==> config.mk <==
export PLATFORM = sky130hd
export DESIGN_NAME = trace_zone_bump_allocator
export DESIGN_NICKNAME = d
export VERILOG_FILES = /design/src/design/tzba_pkg.sv /design/src/design/tzba_front.sv /design/src/design/tzba_queue.sv /design/src/design/tzba_back.sv /design/src/design/trace_zone_bump_allocator.sv
export SDC_FILE = /design/constraint.sdc
export NUM_CORES = 1
export LEC_CHECK = 0
export BUFFER_PORTS_ARGS = -buffer_cell sky130_fd_sc_hd__clkbuf_2
export CAP_MARGIN = 10
export CORE_ASPECT_RATIO = 0.5
export CORE_MARGIN = 2
export CORE_UTILIZATION = 60
export DETAILED_ROUTE_END_ITERATION = 8
export GPL_TIMING_DRIVEN = 0
export PLACE_DENSITY_LB_ADDON = 0.08
export SKIP_CTS_REPAIR_TIMING = 1
export SLEW_MARGIN = 10
export SYNTH_ARGS = -nofsm -noshare
export SYNTH_HDL_FRONTEND = slang
export SYNTH_HIERARCHICAL = 1
export SYNTH_SLANG_ARGS = --single-unit
==> constraint.sdc <==
create_clock -name clock -period 12.5 [get_ports clock]
set_input_delay 0.625 -clock clock [delete_from_list [all_inputs] [get_ports clock]]
set_output_delay 0.625 -clock clock [all_outputs]
set_load 0.05 [all_outputs]
==> src/design/tzba_pkg.sv <==
`timescale 1ns / 1ps
// ----------------------------------------------------------------------------
// tzba_pkg
// Shared types and constants for the trace zone bump allocator.
// ----------------------------------------------------------------------------
package tzba_pkg;

   localparam int ZONE_HEADER_BYTES_DEF  = 32;
   localparam int ENTRY_HEADER_BYTES_DEF = 24;
   localparam int ALIGN_BYTES_DEF        = 8;
   localparam logic [15:0] ZONE_SIZE_RESET = 16'd4096;

   // request plus header plus alignment slack never exceeds 17 bits
   localparam int QUOT_WIDTH = 17;

   localparam int QUEUE_DEPTH = 2;
   localparam int QPTR_WIDTH  = $clog2(QUEUE_DEPTH);
   localparam int QCNT_WIDTH  = $clog2(QUEUE_DEPTH + 1);

   typedef enum logic [2:0] {
      CMD_ALLOC   = 3'd0,
      CMD_COMMIT  = 3'd1,
      CMD_MARK    = 3'd2,
      CMD_RECYCLE = 3'd3,
      CMD_QUERY   = 3'd4
   } command_type;

   typedef enum logic [2:0] {
      OP_ALLOC,
      OP_COMMIT,
      OP_MARK,
      OP_RECYCLE,
      OP_QUERY,
      OP_NONE
   } op_type;

   typedef enum logic [1:0] {
      STATUS_OK      = 2'd0,
      STATUS_REFUSED = 2'd1,
      STATUS_FULL    = 2'd2,
      STATUS_REJECT  = 2'd3
   } status_type;

   typedef struct packed {
      op_type                  op;
      logic [QUOT_WIDTH-1:0]   quotient;     // rounded size divided by alignment
      logic [15:0]             entry_offset;
   } queue_entry_type;

   typedef struct packed {
      logic        granted;
      logic [15:0] granted_offset;
      logic [15:0] entry_bytes;
      logic [15:0] prior_head;
      logic [1:0]  status;
      logic        zone_filled;
      logic        zone_committed;
      logic [15:0] entries_allocated;
      logic [15:0] entries_ready;
      logic [15:0] sync_offset;
      logic [31:0] zone_generation;
   } response_type;

endpackage

==> src/design/tzba_front.sv <==
`timescale 1ns / 1ps
// ----------------------------------------------------------------------------
// tzba_front
// Decodes a command beat and works out the aligned entry size as a quotient.
// ----------------------------------------------------------------------------
module tzba_front import tzba_pkg::*; #(
   parameter int ENTRY_HEADER_BYTES = ENTRY_HEADER_BYTES_DEF,
   parameter int ALIGN_BYTES        = ALIGN_BYTES_DEF
) (
   input  logic [2:0]      command,
   input  logic [15:0]     request_size,
   input  logic [15:0]     entry_offset,
   output queue_entry_type entry
);

   // reciprocal with 30 fraction bits is exact for 17-bit dividends
   localparam int          RecipShift = 30;
   localparam logic [30:0] Recip = 31'((2**RecipShift + ALIGN_BYTES - 1) / ALIGN_BYTES);

   logic [15:0] sum16;
   logic [16:0] biased;
   logic [47:0] product;

   assign sum16   = request_size + 16'(ENTRY_HEADER_BYTES);
   assign biased  = {1'b0, sum16} + 17'(ALIGN_BYTES - 1);
   assign product = 48'(biased) * 48'(Recip);

   always_comb begin
      entry.quotient     = product[RecipShift +: QUOT_WIDTH];
      entry.entry_offset = entry_offset;
      unique case (command)
         CMD_ALLOC:   entry.op = OP_ALLOC;
         CMD_COMMIT:  entry.op = OP_COMMIT;
         CMD_MARK:    entry.op = OP_MARK;
         CMD_RECYCLE: entry.op = OP_RECYCLE;
         CMD_QUERY:   entry.op = OP_QUERY;
         default:     entry.op = OP_NONE;
      endcase
   end

endmodule

==> src/design/tzba_queue.sv <==
`timescale 1ns / 1ps
// ----------------------------------------------------------------------------
// tzba_queue
// Short flop queue between the decode front and the execute back.
// ----------------------------------------------------------------------------
module tzba_queue import tzba_pkg::*; (
   input  logic            clock,
   input  logic            reset,
   input  logic            push,
   input  queue_entry_type push_entry,
   output logic            full,
   input  logic            pop,
   output logic            not_empty,
   output queue_entry_type head_entry
);

   queue_entry_type         slot_ff [QUEUE_DEPTH];
   logic [QPTR_WIDTH-1:0]   wr_ptr_ff, wr_ptr_in;
   logic [QPTR_WIDTH-1:0]   rd_ptr_ff, rd_ptr_in;
   logic [QCNT_WIDTH-1:0]   count_ff, count_in;

   assign full       = (count_ff == QCNT_WIDTH'(QUEUE_DEPTH));
   assign not_empty  = (count_ff != '0);
   assign head_entry = slot_ff[rd_ptr_ff];

   function automatic logic [QPTR_WIDTH-1:0] bump(input logic [QPTR_WIDTH-1:0] ptr);
      if (ptr == QPTR_WIDTH'(QUEUE_DEPTH - 1)) begin
         return '0;
      end
      return ptr + 1'b1;
   endfunction

   always_comb begin
      wr_ptr_in = push ? bump(wr_ptr_ff) : wr_ptr_ff;
      rd_ptr_in = pop ? bump(rd_ptr_ff) : rd_ptr_ff;
      count_in  = count_ff + QCNT_WIDTH'(push) - QCNT_WIDTH'(pop);
   end

   always_ff @(posedge clock) begin
      if (reset) begin
         wr_ptr_ff <= '0;
         rd_ptr_ff <= '0;
         count_ff  <= '0;
      end else begin
         wr_ptr_ff <= wr_ptr_in;
         rd_ptr_ff <= rd_ptr_in;
         count_ff  <= count_in;
      end
   end

   always_ff @(posedge clock) begin
      if (push) begin
         slot_ff[wr_ptr_ff] <= push_entry;
      end
   end

endmodule

==> src/design/tzba_back.sv <==
`timescale 1ns / 1ps
// ----------------------------------------------------------------------------
// tzba_back
// Executes queued commands against the zone state and holds the response.
// ----------------------------------------------------------------------------
module tzba_back import tzba_pkg::*; #(
   parameter int ZONE_HEADER_BYTES = ZONE_HEADER_BYTES_DEF,
   parameter int ALIGN_BYTES       = ALIGN_BYTES_DEF
) (
   input  logic            clock,
   input  logic            reset,
   input  logic            entry_valid,
   input  queue_entry_type entry,
   output logic            pop,
   input  logic            csr_valid,
   output logic            csr_ready,
   input  logic [15:0]     csr_zone_size,
   output logic            rsp_valid,
   input  logic            rsp_ready,
   output response_type    rsp
);

   localparam logic [15:0] ZoneHeader = 16'(ZONE_HEADER_BYTES);

   logic [15:0]  zone_size_ff;
   logic [15:0]  free_ptr_ff, free_ptr_in;
   logic [15:0]  alloc_cnt_ff, alloc_cnt_in;
   logic [15:0]  ready_cnt_ff, ready_cnt_in;
   logic         filled_ff, filled_in;
   logic         committed_ff, committed_in;
   logic [15:0]  ready_head_ff, ready_head_in;
   logic [15:0]  sync_point_ff, sync_point_in;
   logic [31:0]  generation_ff, generation_in;
   logic         rsp_valid_ff, rsp_valid_in;
   response_type rsp_ff, rsp_in;

   logic [QUOT_WIDTH+6:0] scaled;
   logic [15:0]           entry_bytes;
   logic [15:0]           next_ptr;
   logic [15:0]           ready_plus;

   assign csr_ready = 1'b1;
   assign rsp_valid = rsp_valid_ff;
   assign rsp       = rsp_ff;
   assign pop       = entry_valid && (!rsp_valid_ff || rsp_ready);

   assign scaled      = (QUOT_WIDTH+7)'(entry.quotient) * (QUOT_WIDTH+7)'(ALIGN_BYTES);
   assign entry_bytes = scaled[15:0];
   assign next_ptr    = free_ptr_ff + entry_bytes;
   assign ready_plus  = ready_cnt_ff + 16'd1;

   always_comb begin
      logic       grant;
      logic [15:0] goff;
      logic [15:0] ebytes;
      logic [15:0] prior;
      status_type  stat;

      free_ptr_in   = free_ptr_ff;
      alloc_cnt_in  = alloc_cnt_ff;
      ready_cnt_in  = ready_cnt_ff;
      filled_in     = filled_ff;
      committed_in  = committed_ff;
      ready_head_in = ready_head_ff;
      sync_point_in = sync_point_ff;
      generation_in = generation_ff;
      grant         = 1'b0;
      goff          = '0;
      ebytes        = '0;
      prior         = '0;
      stat          = STATUS_OK;

      case (entry.op)
         OP_ALLOC: begin
            ebytes = entry_bytes;
            if (filled_ff) begin
               stat = STATUS_FULL;
            end else if (next_ptr >= zone_size_ff || next_ptr < free_ptr_ff) begin
               filled_in = 1'b1;
               if (ready_cnt_ff == alloc_cnt_ff) begin
                  committed_in = 1'b1;
               end
               stat = STATUS_FULL;
            end else begin
               grant        = 1'b1;
               goff         = free_ptr_ff;
               free_ptr_in  = next_ptr;
               alloc_cnt_in = alloc_cnt_ff + 16'd1;
            end
         end
         OP_COMMIT: begin
            if (committed_ff || ready_cnt_ff >= alloc_cnt_ff ||
                entry.entry_offset < ZoneHeader || entry.entry_offset >= free_ptr_ff) begin
               stat = STATUS_REJECT;
            end else begin
               prior         = ready_head_ff;
               ready_head_in = entry.entry_offset;
               ready_cnt_in  = ready_plus;
               if (ready_plus == alloc_cnt_ff) begin
                  sync_point_in = free_ptr_ff;
                  if (filled_ff) begin
                     committed_in = 1'b1;
                  end
               end
            end
         end
         OP_MARK: begin
            if (filled_ff) begin
               stat = STATUS_REFUSED;
            end else begin
               filled_in = 1'b1;
               if (ready_cnt_ff == alloc_cnt_ff) begin
                  committed_in = 1'b1;
               end
            end
         end
         OP_RECYCLE: begin
            if (!filled_ff || !committed_ff) begin
               stat = STATUS_REFUSED;
            end else begin
               free_ptr_in   = ZoneHeader;
               sync_point_in = ZoneHeader;
               alloc_cnt_in  = '0;
               ready_cnt_in  = '0;
               ready_head_in = '0;
               filled_in     = 1'b0;
               committed_in  = 1'b0;
               generation_in = generation_ff + 32'd1;
               grant         = 1'b1;
            end
         end
         OP_QUERY: begin
            stat = STATUS_OK;
         end
         default: begin
            stat = STATUS_REFUSED;
         end
      endcase

      rsp_in.granted           = grant;
      rsp_in.granted_offset    = goff;
      rsp_in.entry_bytes       = ebytes;
      rsp_in.prior_head        = prior;
      rsp_in.status            = stat;
      rsp_in.zone_filled       = filled_in;
      rsp_in.zone_committed    = committed_in;
      rsp_in.entries_allocated = alloc_cnt_in;
      rsp_in.entries_ready     = ready_cnt_in;
      rsp_in.sync_offset       = sync_point_in;
      rsp_in.zone_generation   = generation_in;

      if (pop) begin
         rsp_valid_in = 1'b1;
      end else if (rsp_ready) begin
         rsp_valid_in = 1'b0;
      end else begin
         rsp_valid_in = rsp_valid_ff;
      end
   end

   always_ff @(posedge clock) begin
      if (reset) begin
         zone_size_ff  <= ZONE_SIZE_RESET;
         free_ptr_ff   <= ZoneHeader;
         alloc_cnt_ff  <= '0;
         ready_cnt_ff  <= '0;
         filled_ff     <= 1'b0;
         committed_ff  <= 1'b0;
         ready_head_ff <= '0;
         sync_point_ff <= '0;
         generation_ff <= '0;
         rsp_valid_ff  <= 1'b0;
      end else begin
         if (csr_valid && csr_ready) begin
            zone_size_ff <= csr_zone_size;
         end
         if (pop) begin
            free_ptr_ff   <= free_ptr_in;
            alloc_cnt_ff  <= alloc_cnt_in;
            ready_cnt_ff  <= ready_cnt_in;
            filled_ff     <= filled_in;
            committed_ff  <= committed_in;
            ready_head_ff <= ready_head_in;
            sync_point_ff <= sync_point_in;
            generation_ff <= generation_in;
         end
         rsp_valid_ff <= rsp_valid_in;
      end
   end

   always_ff @(posedge clock) begin
      if (pop) begin
         rsp_ff <= rsp_in;
      end
   end

   // a committed zone is always a filled one
   a_committed_filled: assert property (@(posedge clock) disable iff (reset)
      committed_ff |-> filled_ff)
      else $error("committed flag set on a zone that is not filled");

   // bump pointer never drops below the zone header
   a_ptr_floor: assert property (@(posedge clock) disable iff (reset)
      free_ptr_ff >= ZoneHeader)
      else $error("free pointer below zone header");

   // a new beat never overwrites a response that is still held
   a_no_overwrite: assert property (@(posedge clock) disable iff (reset)
      (rsp_valid_ff && !rsp_ready) |-> !pop)
      else $error("response overwritten while stalled");

   // a held response keeps its contents
   a_rsp_hold: assert property (@(posedge clock) disable iff (reset)
      (rsp_valid_ff && !rsp_ready) |=> (rsp_valid_ff && $stable(rsp_ff)))
      else $error("stalled response changed");

endmodule

==> src/design/trace_zone_bump_allocator.sv <==
`timescale 1ns / 1ps
// ----------------------------------------------------------------------------
// trace_zone_bump_allocator
// Bump pointer allocator for one trace buffer zone: allocate, commit,
// mark full, recycle and query commands, one response beat per command.
//
//   channel  direction  handshake              payload
//   req      in         req_valid/req_ready    command, request_size, entry_offset
//   rsp      out        rsp_valid/rsp_ready    granted ... zone_generation
//   csr      in         csr_valid/csr_ready    zone_size
//
// One command per cycle sustained while rsp_ready is held high; a request is
// decoded and its size rounded ahead of the queue, then executed from the
// queue head into the response register, which holds it until rsp_ready.
// The queue holds two beats, so req_ready drops only when the response side
// has stalled long enough to fill it.
// Reset is synchronous; zone state returns to empty, zone_size to 4096.
// csr_ready is always high.
// ----------------------------------------------------------------------------
module trace_zone_bump_allocator import tzba_pkg::*; #(
   parameter int ZONE_HEADER_BYTES  = ZONE_HEADER_BYTES_DEF,
   parameter int ENTRY_HEADER_BYTES = ENTRY_HEADER_BYTES_DEF,
   parameter int ALIGN_BYTES        = ALIGN_BYTES_DEF
) (
   input  logic        clock,
   input  logic        reset,
   input  logic        req_valid,
   output logic        req_ready,
   input  logic [2:0]  req_command,
   input  logic [15:0] req_request_size,
   input  logic [15:0] req_entry_offset,
   output logic        rsp_valid,
   input  logic        rsp_ready,
   output logic        rsp_granted,
   output logic [15:0] rsp_granted_offset,
   output logic [15:0] rsp_entry_bytes,
   output logic [15:0] rsp_prior_head,
   output logic [1:0]  rsp_status,
   output logic        rsp_zone_filled,
   output logic        rsp_zone_committed,
   output logic [15:0] rsp_entries_allocated,
   output logic [15:0] rsp_entries_ready,
   output logic [15:0] rsp_sync_offset,
   output logic [31:0] rsp_zone_generation,
   input  logic        csr_valid,
   output logic        csr_ready,
   input  logic [15:0] csr_zone_size
);

   queue_entry_type front_entry;
   queue_entry_type head_entry;
   logic            queue_full;
   logic            queue_not_empty;
   logic            pop;
   response_type    rsp;

   assign req_ready = !queue_full;

   tzba_front #(
      .ENTRY_HEADER_BYTES (ENTRY_HEADER_BYTES),
      .ALIGN_BYTES        (ALIGN_BYTES)
   ) u_front (
      .command      (req_command),
      .request_size (req_request_size),
      .entry_offset (req_entry_offset),
      .entry        (front_entry)
   );

   tzba_queue u_queue (
      .clock      (clock),
      .reset      (reset),
      .push       (req_valid && req_ready),
      .push_entry (front_entry),
      .full       (queue_full),
      .pop        (pop),
      .not_empty  (queue_not_empty),
      .head_entry (head_entry)
   );

   tzba_back #(
      .ZONE_HEADER_BYTES (ZONE_HEADER_BYTES),
      .ALIGN_BYTES       (ALIGN_BYTES)
   ) u_back (
      .clock         (clock),
      .reset         (reset),
      .entry_valid   (queue_not_empty),
      .entry         (head_entry),
      .pop           (pop),
      .csr_valid     (csr_valid),
      .csr_ready     (csr_ready),
      .csr_zone_size (csr_zone_size),
      .rsp_valid     (rsp_valid),
      .rsp_ready     (rsp_ready),
      .rsp           (rsp)
   );

   assign rsp_granted           = rsp.granted;
   assign rsp_granted_offset    = rsp.granted_offset;
   assign rsp_entry_bytes       = rsp.entry_bytes;
   assign rsp_prior_head        = rsp.prior_head;
   assign rsp_status            = rsp.status;
   assign rsp_zone_filled       = rsp.zone_filled;
   assign rsp_zone_committed    = rsp.zone_committed;
   assign rsp_entries_allocated = rsp.entries_allocated;
   assign rsp_entries_ready     = rsp.entries_ready;
   assign rsp_sync_offset       = rsp.sync_offset;
   assign rsp_zone_generation   = rsp.zone_generation;

endmodule
==> flow_metrics.env, run 1 <==
export IMPL_cts_root_buf="clkbuf_16"
export IMPL_cp_cell_sequence="buf_6 > buf_12 > mux2_4 > ha_1 > inv_1 > fa_1 > nor2b_1 > o2111ai_1 > nand3_1 > a31o_2 > a21oi_1 > xnor2_1 > ha_1 > and4_1 > clkbuf_1 > and2_1 > a221oi_1 > o21a_1 > clkbuf_1 > nand2_1 > clkbuf_1 > nor3_1"
export IMPL_dieArea_um2=30000
export IMPL_p_leak_nw=7.55
export IMPL_cp_arrival_ns=6.48
export IMPL_finalNonFillerCells=2225
export IMPL_start_util_pct=61.5
export IMPL_yosys_warnings=6
export IMPL_clkTransAtPathRegs_ns=0.07
export IMPL_routed_wl_mm=47.0
export IMPL_place_ws_ns=6.61
export IMPL_postPlaceCellArea_um2=18500
export IMPL_rsz0062_at_grt="no"
export IMPL_maxCapViolCount=0
export IMPL_ioPinCount=192
export IMPL_first_pass_iters=6
export IMPL_setup_viol=0
export IMPL_path_buf_inv=6
export IMPL_dieWidth_um=243
export IMPL_startpoint_type="register"
export IMPL_place_inst=2170
export IMPL_finalCritPeriodShare_pct=48.9
export IMPL_syn_avg_cell_area_um2=10.6
export IMPL_diodes=0
export IMPL_cts_made_buffers=29
export IMPL_die_height_um=124
export IMPL_power_density_nw_per_um2=212
export IMPL_drv_slew=0
export IMPL_tightest_slew_ns=0.950
export IMPL_worst_setup_path_type="reg -> reg"
export IMPL_fin_tns_setup_ns=0
export IMPL_whs_ns=0.240
export IMPL_gr_total_overflow=0
export IMPL_total_power_mw=4.15
export IMPL_cp_slowest_cell="clkbuf_1"
export IMPL_vias=13800
export IMPL_grt_pass1_vias=13100
export IMPL_clk_latency_ns=0.57
export IMPL_nets=1949
export IMPL_hold_class="in -> reg"
export IMPL_drive_gt1_share_pct=18.2
export IMPL_min_from="req_entry_offset[4]"
export IMPL_finalHoldViolations=0
export IMPL_rows=43
export IMPL_finalCriticalPeriod_ns=6.11
export IMPL_status="finished, final reports clean"
export IMPL_syn_inst=1616
export IMPL_drc=0
export IMPL_antenna_found_initial=1
export IMPL_crit_top_cell="clkbuf_1"
export IMPL_slew_headroom_pct=36.6
export IMPL_path_delay_family="simple AND/OR/NAND/NOR gates"
export IMPL_synthToLayoutAreaGrowth_pct=14.2
export IMPL_place_congestion=0.945
export IMPL_drt_iter0_markers=1491
export IMPL_avgViaCountPerCell=6.18
export IMPL_peakVddDrop_mv=0.236
export IMPL_cts_buffer_depth=3
export IMPL_finalClockSkew_ns=0.0135
export IMPL_fmax_mhz=164
export IMPL_hpwl_mm=35.1
export IMPL_crit_fanout=10
export IMPL_nFillCells=2076
export IMPL_end_kind="register"
export IMPL_netlist_area_um2=17100
export IMPL_cts_tree="built"
export IMPL_htree_levels=1
export IMPL_clkSinkCount=324
export IMPL_stdcell_area_um2=19600
export IMPL_fin_ws_ns=6.39
export IMPL_max_stage_delay_ns=0.41
export IMPL_numPortBuffers=164
export IMPL_grt_usage_pct=30.7
export IMPL_utilization_pct=70.2
export IMPL_grt_first_pass_wirelength_mm=71.4
export IMPL_grt_max_degree=66
export IMPL_required_ns=12.87
export IMPL_wl_per_cell_um=21.1
export IMPL_core_area_um2=27900
export IMPL_ant_nets=0
[flip-flops by register name, indices dropped and copies added (netlist names), named ones only]
register / cells
u_back/alloc_cnt_ff: 16
u_back/committed_ff: 1
u_back/filled_ff: 1
u_back/free_ptr_ff: 13
u_back/generation_ff: 32
u_back/ready_cnt_ff: 16
u_back/ready_head_ff: 16
u_back/rsp: 127
u_back/rsp_valid: 1
u_back/sync_point_ff: 16
u_back/zone_size_ff: 16
u_queue/count_ff: 2
u_queue/rd_ptr_ff: 1
u_queue/slot_ff: 64
u_queue/wr_ptr_ff: 1
[worst paths after layout]
path	slack, ns	end	cells past startpoint
setup / recovery	6.39	u_back/rsp[124]$_SDFFCE_PP0P_	22
hold / removal	0.24	u_queue/slot_ff[0][4]$_DFFE_PP_	1
setup reg to reg	6.39	u_back/rsp[124]$_SDFFCE_PP0P_	22
hold reg to reg	0.44	u_back/sync_point_ff[2]$_SDFFE_PP0P_	2
[cells in the final DEF (no fill, tap or decap), types with 25 or more instances in the layout]
cell type  count
ha_1          72
nor3_1        56
xnor2_1       66
nand3_1       50
and2_1        40
xor2_1        46
nand2_1       94
o21ai_0       62
nor2_1       123
edfxtp_1     191
clkbuf_16     30
inv_1         82
a21oi_1       68
nand4_1       25
dfxtp_1      133
clkbuf_2     166
clkbuf_1      79
buf_4         28
a31oi_1       50
mux2_4        28
[layer usage]
| layer | vias to the layer above | GRT usage, % | part of all wire [%] |
|---|---|---|---|
| met2 | 619 | 51.7 | 47 |
| met5 | - | 0 | 0 |
| li1 | 6351 | - | - |
| met4 | 0 | 11.1 | 3.6 |
| met1 | 6663 | 40.8 | 42 |
| met3 | 119 | 4.80 | 7.5 |
[power breakdown]
part / internal [mW] / switching (mW) / total, mW
logic: 0.429 / 1.29 / 1.72
clock network: 0.547 / 0.400 / 0.947
registers: 1.40 / 0.0774 / 1.48
total: 2.38 / 1.77 / 4.15
[final cells by class]
| class | count | area [µm²] | area share, % |
|---|---|---|---|
| Buffer | 125 | 663 | 3.39 |
| Clock buffer | 40 | 828 | 4.23 |
| Clock inverter | 14 | 181 | 0.927 |
| Inverter | 84 | 315 | 1.61 |
| Multi-Input combinational cell | 1088 | 7810 | 39.9 |
| Sequential cell | 324 | 8400 | 42.9 |
| Tap cell | 382 | 478 | 2.44 |
| Timing Repair Buffer | 168 | 901 | 4.60 |
(Power assumes the default switching activity.)
==> run 2: changes to the inputs <==
ABC_AREA = 1   (was not set)
CORE_UTILIZATION = 54   (was 60)
clock period = 5.1 ns   (was 12.5 ns; I/O delays follow)
==> run 2 against run 1 <==
The flow now finishes with violations (hold timing). Total power grew to 2.9 times the previous value. Critical path depth up 2. Sequential cell count did not move. Maximum frequency grew 30%. Critical path type unchanged. Largest cell class unchanged. Largest power group unchanged. Clock-buffer cell count rose by 5.
==> flow_metrics.env, run 2 <==
export IMPL_status="finished with violations"
export IMPL_violations="hold timing"
export IMPL_cts_tree="built"
export IMPL_clkSinkCount=324
export IMPL_cp_slowest_cell="ha_1"
export IMPL_drv_slew=0
export IMPL_grt_pass1_vias=12800
export IMPL_final_common_cell="nand2_1"
export IMPL_power_density_nw_per_um2=608
export IMPL_gr_total_overflow=0
export IMPL_mostFrequentLayoutCells="nand2_1, inv_1, edfxtp_1, clkbuf_2, nor2_1"
export IMPL_finalCriticalPeriod_ns=4.71
export IMPL_fin_ws_ns=0.390
export IMPL_largest_register_ffs=127
export IMPL_rsz0062_at_grt="no"
export IMPL_whs_ns=-0.0225
export IMPL_ant_nets=0
export IMPL_numPortBuffers=168
export IMPL_worst_setup_path_type="reg -> reg"
export IMPL_avgViaCountPerCell=5.29
export IMPL_stdcell_area_um2=19900
export IMPL_first_pass_iters=6
export IMPL_place_congestion=0.954
export IMPL_finalHoldViolations=7
export IMPL_finalCritPeriodShare_pct=92.4
export IMPL_slew_headroom_pct=48.4
export IMPL_grt_max_degree=72
export IMPL_startpoint_type="register"
export IMPL_finalClockSkew_ns=0.0143
export IMPL_crit_top_cell="a21oi_1"
export IMPL_dieWidth_um=256
export IMPL_hold_class="in -> reg"
export IMPL_finalNonFillerCells=2691
export IMPL_antenna_found_initial=0
export IMPL_syn_avg_cell_area_um2=8.59
export IMPL_clkTransAtPathRegs_ns=0.06
export IMPL_place_inst=2607
export IMPL_routed_wl_mm=44.0
export IMPL_synthToLayoutAreaGrowth_pct=15.7
export IMPL_htree_levels=1
export IMPL_drc=0
export IMPL_vias=14200
export IMPL_syn_inst=2000
export IMPL_peakVddDrop_mv=0.330
export IMPL_rows=46
export IMPL_nFillCells=2802
export IMPL_fmax_mhz=212
export IMPL_postPlaceCellArea_um2=18600
export IMPL_p_leak_nw=8.79
export IMPL_grt_usage_pct=26.0
export IMPL_utilization_pct=63.1
export IMPL_place_ws_ns=-0.0412
export IMPL_max_stage_delay_ns=0.38
export IMPL_cp_arrival_ns=5.21
export IMPL_drt_iter0_markers=1289
export IMPL_cts_made_buffers=30
export IMPL_cts_root_buf="clkbuf_16"
export IMPL_drive_gt1_share_pct=15.8
export IMPL_wl_per_cell_um=16.4
export IMPL_maxCapViolCount=0
export IMPL_core_area_um2=31500
export IMPL_cp_cell_sequence="buf_6 > buf_12 > mux2_4 > ha_1 > a21oi_1 > o21ai_2 > a31oi_2 > nor2_1 > nor2_1 > xor2_1 > inv_1 > ha_1 > a21oi_1 > o21ai_0 > a21oi_1 > nand3_2 > nor2_4 > nand2_2 > nand2_2 > nand2_2 > nor2_2 > buf_2 > nand2_1 > a21oi_1"
export IMPL_min_delay_path_depth=3
export IMPL_diodes=0
export IMPL_die_height_um=130
export IMPL_dieArea_um2=33300
export IMPL_tightest_slew_ns=0.774
export IMPL_netlist_area_um2=17200
export IMPL_fin_tns_setup_ns=0
export IMPL_clk_latency_ns=0.58
export IMPL_grt_first_pass_wirelength_mm=68.4
export IMPL_setup_viol=0
export IMPL_r2r_cells=24
export IMPL_hpwl_mm=33.3
export IMPL_cts_buffer_depth=3
export IMPL_nets=2364
export IMPL_required_ns=5.60
export IMPL_crit_fanout=10
export IMPL_ioPinCount=192
export IMPL_end_kind="register"
export IMPL_start_util_pct=54.6
export IMPL_yosys_warnings=6
==> run 2: final timing paths <==
path         slack, ns                                 start                                   end
min              -0.02                     csr_zone_size[11]  u_back/zone_size_ff[11]$_SDFFE_PP0P_
max reg2reg       0.39                              register    u_back/free_ptr_ff[9]$_SDFFE_PP0P_
max               0.39                              register    u_back/free_ptr_ff[9]$_SDFFE_PP0P_
min reg2reg       0.46  u_back/sync_point_ff[1]$_SDFFE_PP0P_  u_back/sync_point_ff[1]$_SDFFE_PP0P_
==> run 2: worst max-delay path: cells and delay by family, from the launching register on <==
family / cells / cell delay, ns
flip-flops: 1 / 0.32
adder cells (fa/ha/maj): 2 / 0.68
AO/OA/AOI/OAI: 7 / 1.22
buffers and inverters: 4 / 0.67
XOR/XNOR: 1 / 0.16
AND/OR/NAND/NOR: 9 / 1.24
multiplexers: 1 / 0.33
==> run 2: layer usage <==
metal	track usage (%)	part of all wire, %	vias to the layer above
met1	37.6	46	6634
met4	5.13	1.4	0
met2	41.0	45	475
met3	5.19	7.8	46
met5	0	0	-
li1	-	-	7072
==> run 2: report_power, final <==
group	internal (mW)	switching (mW)	leakage, nW
Sequential	3.83	0.411	2.95
Clock	1.19	0.986	0.460
Combinational	1.43	4.24	5.38
==> run 2: final cells by class <==
type / count / area, µm² / share of cell area, %
clock inverters: 11 / 100 / 0.504
clock buffers: 45 / 837 / 4.21
plain buffers: 82 / 480 / 2.42
inverters: 308 / 1160 / 5.83
repair buffers: 198 / 1160 / 5.84
well taps: 432 / 541 / 2.72
multi-input cells: 1291 / 7200 / 36.2
flip-flops and latches: 324 / 8400 / 42.2
==> run 2: per-stage QoR <==
step,hold WS [ns],power [mW]
finish,-0.0225,12.1
global placement,0.442,9.81
CTS,-0.169,12.1
detailed placement,0.445,9.87
floorplan,0.326,8.40
global route,0.00518,12.8
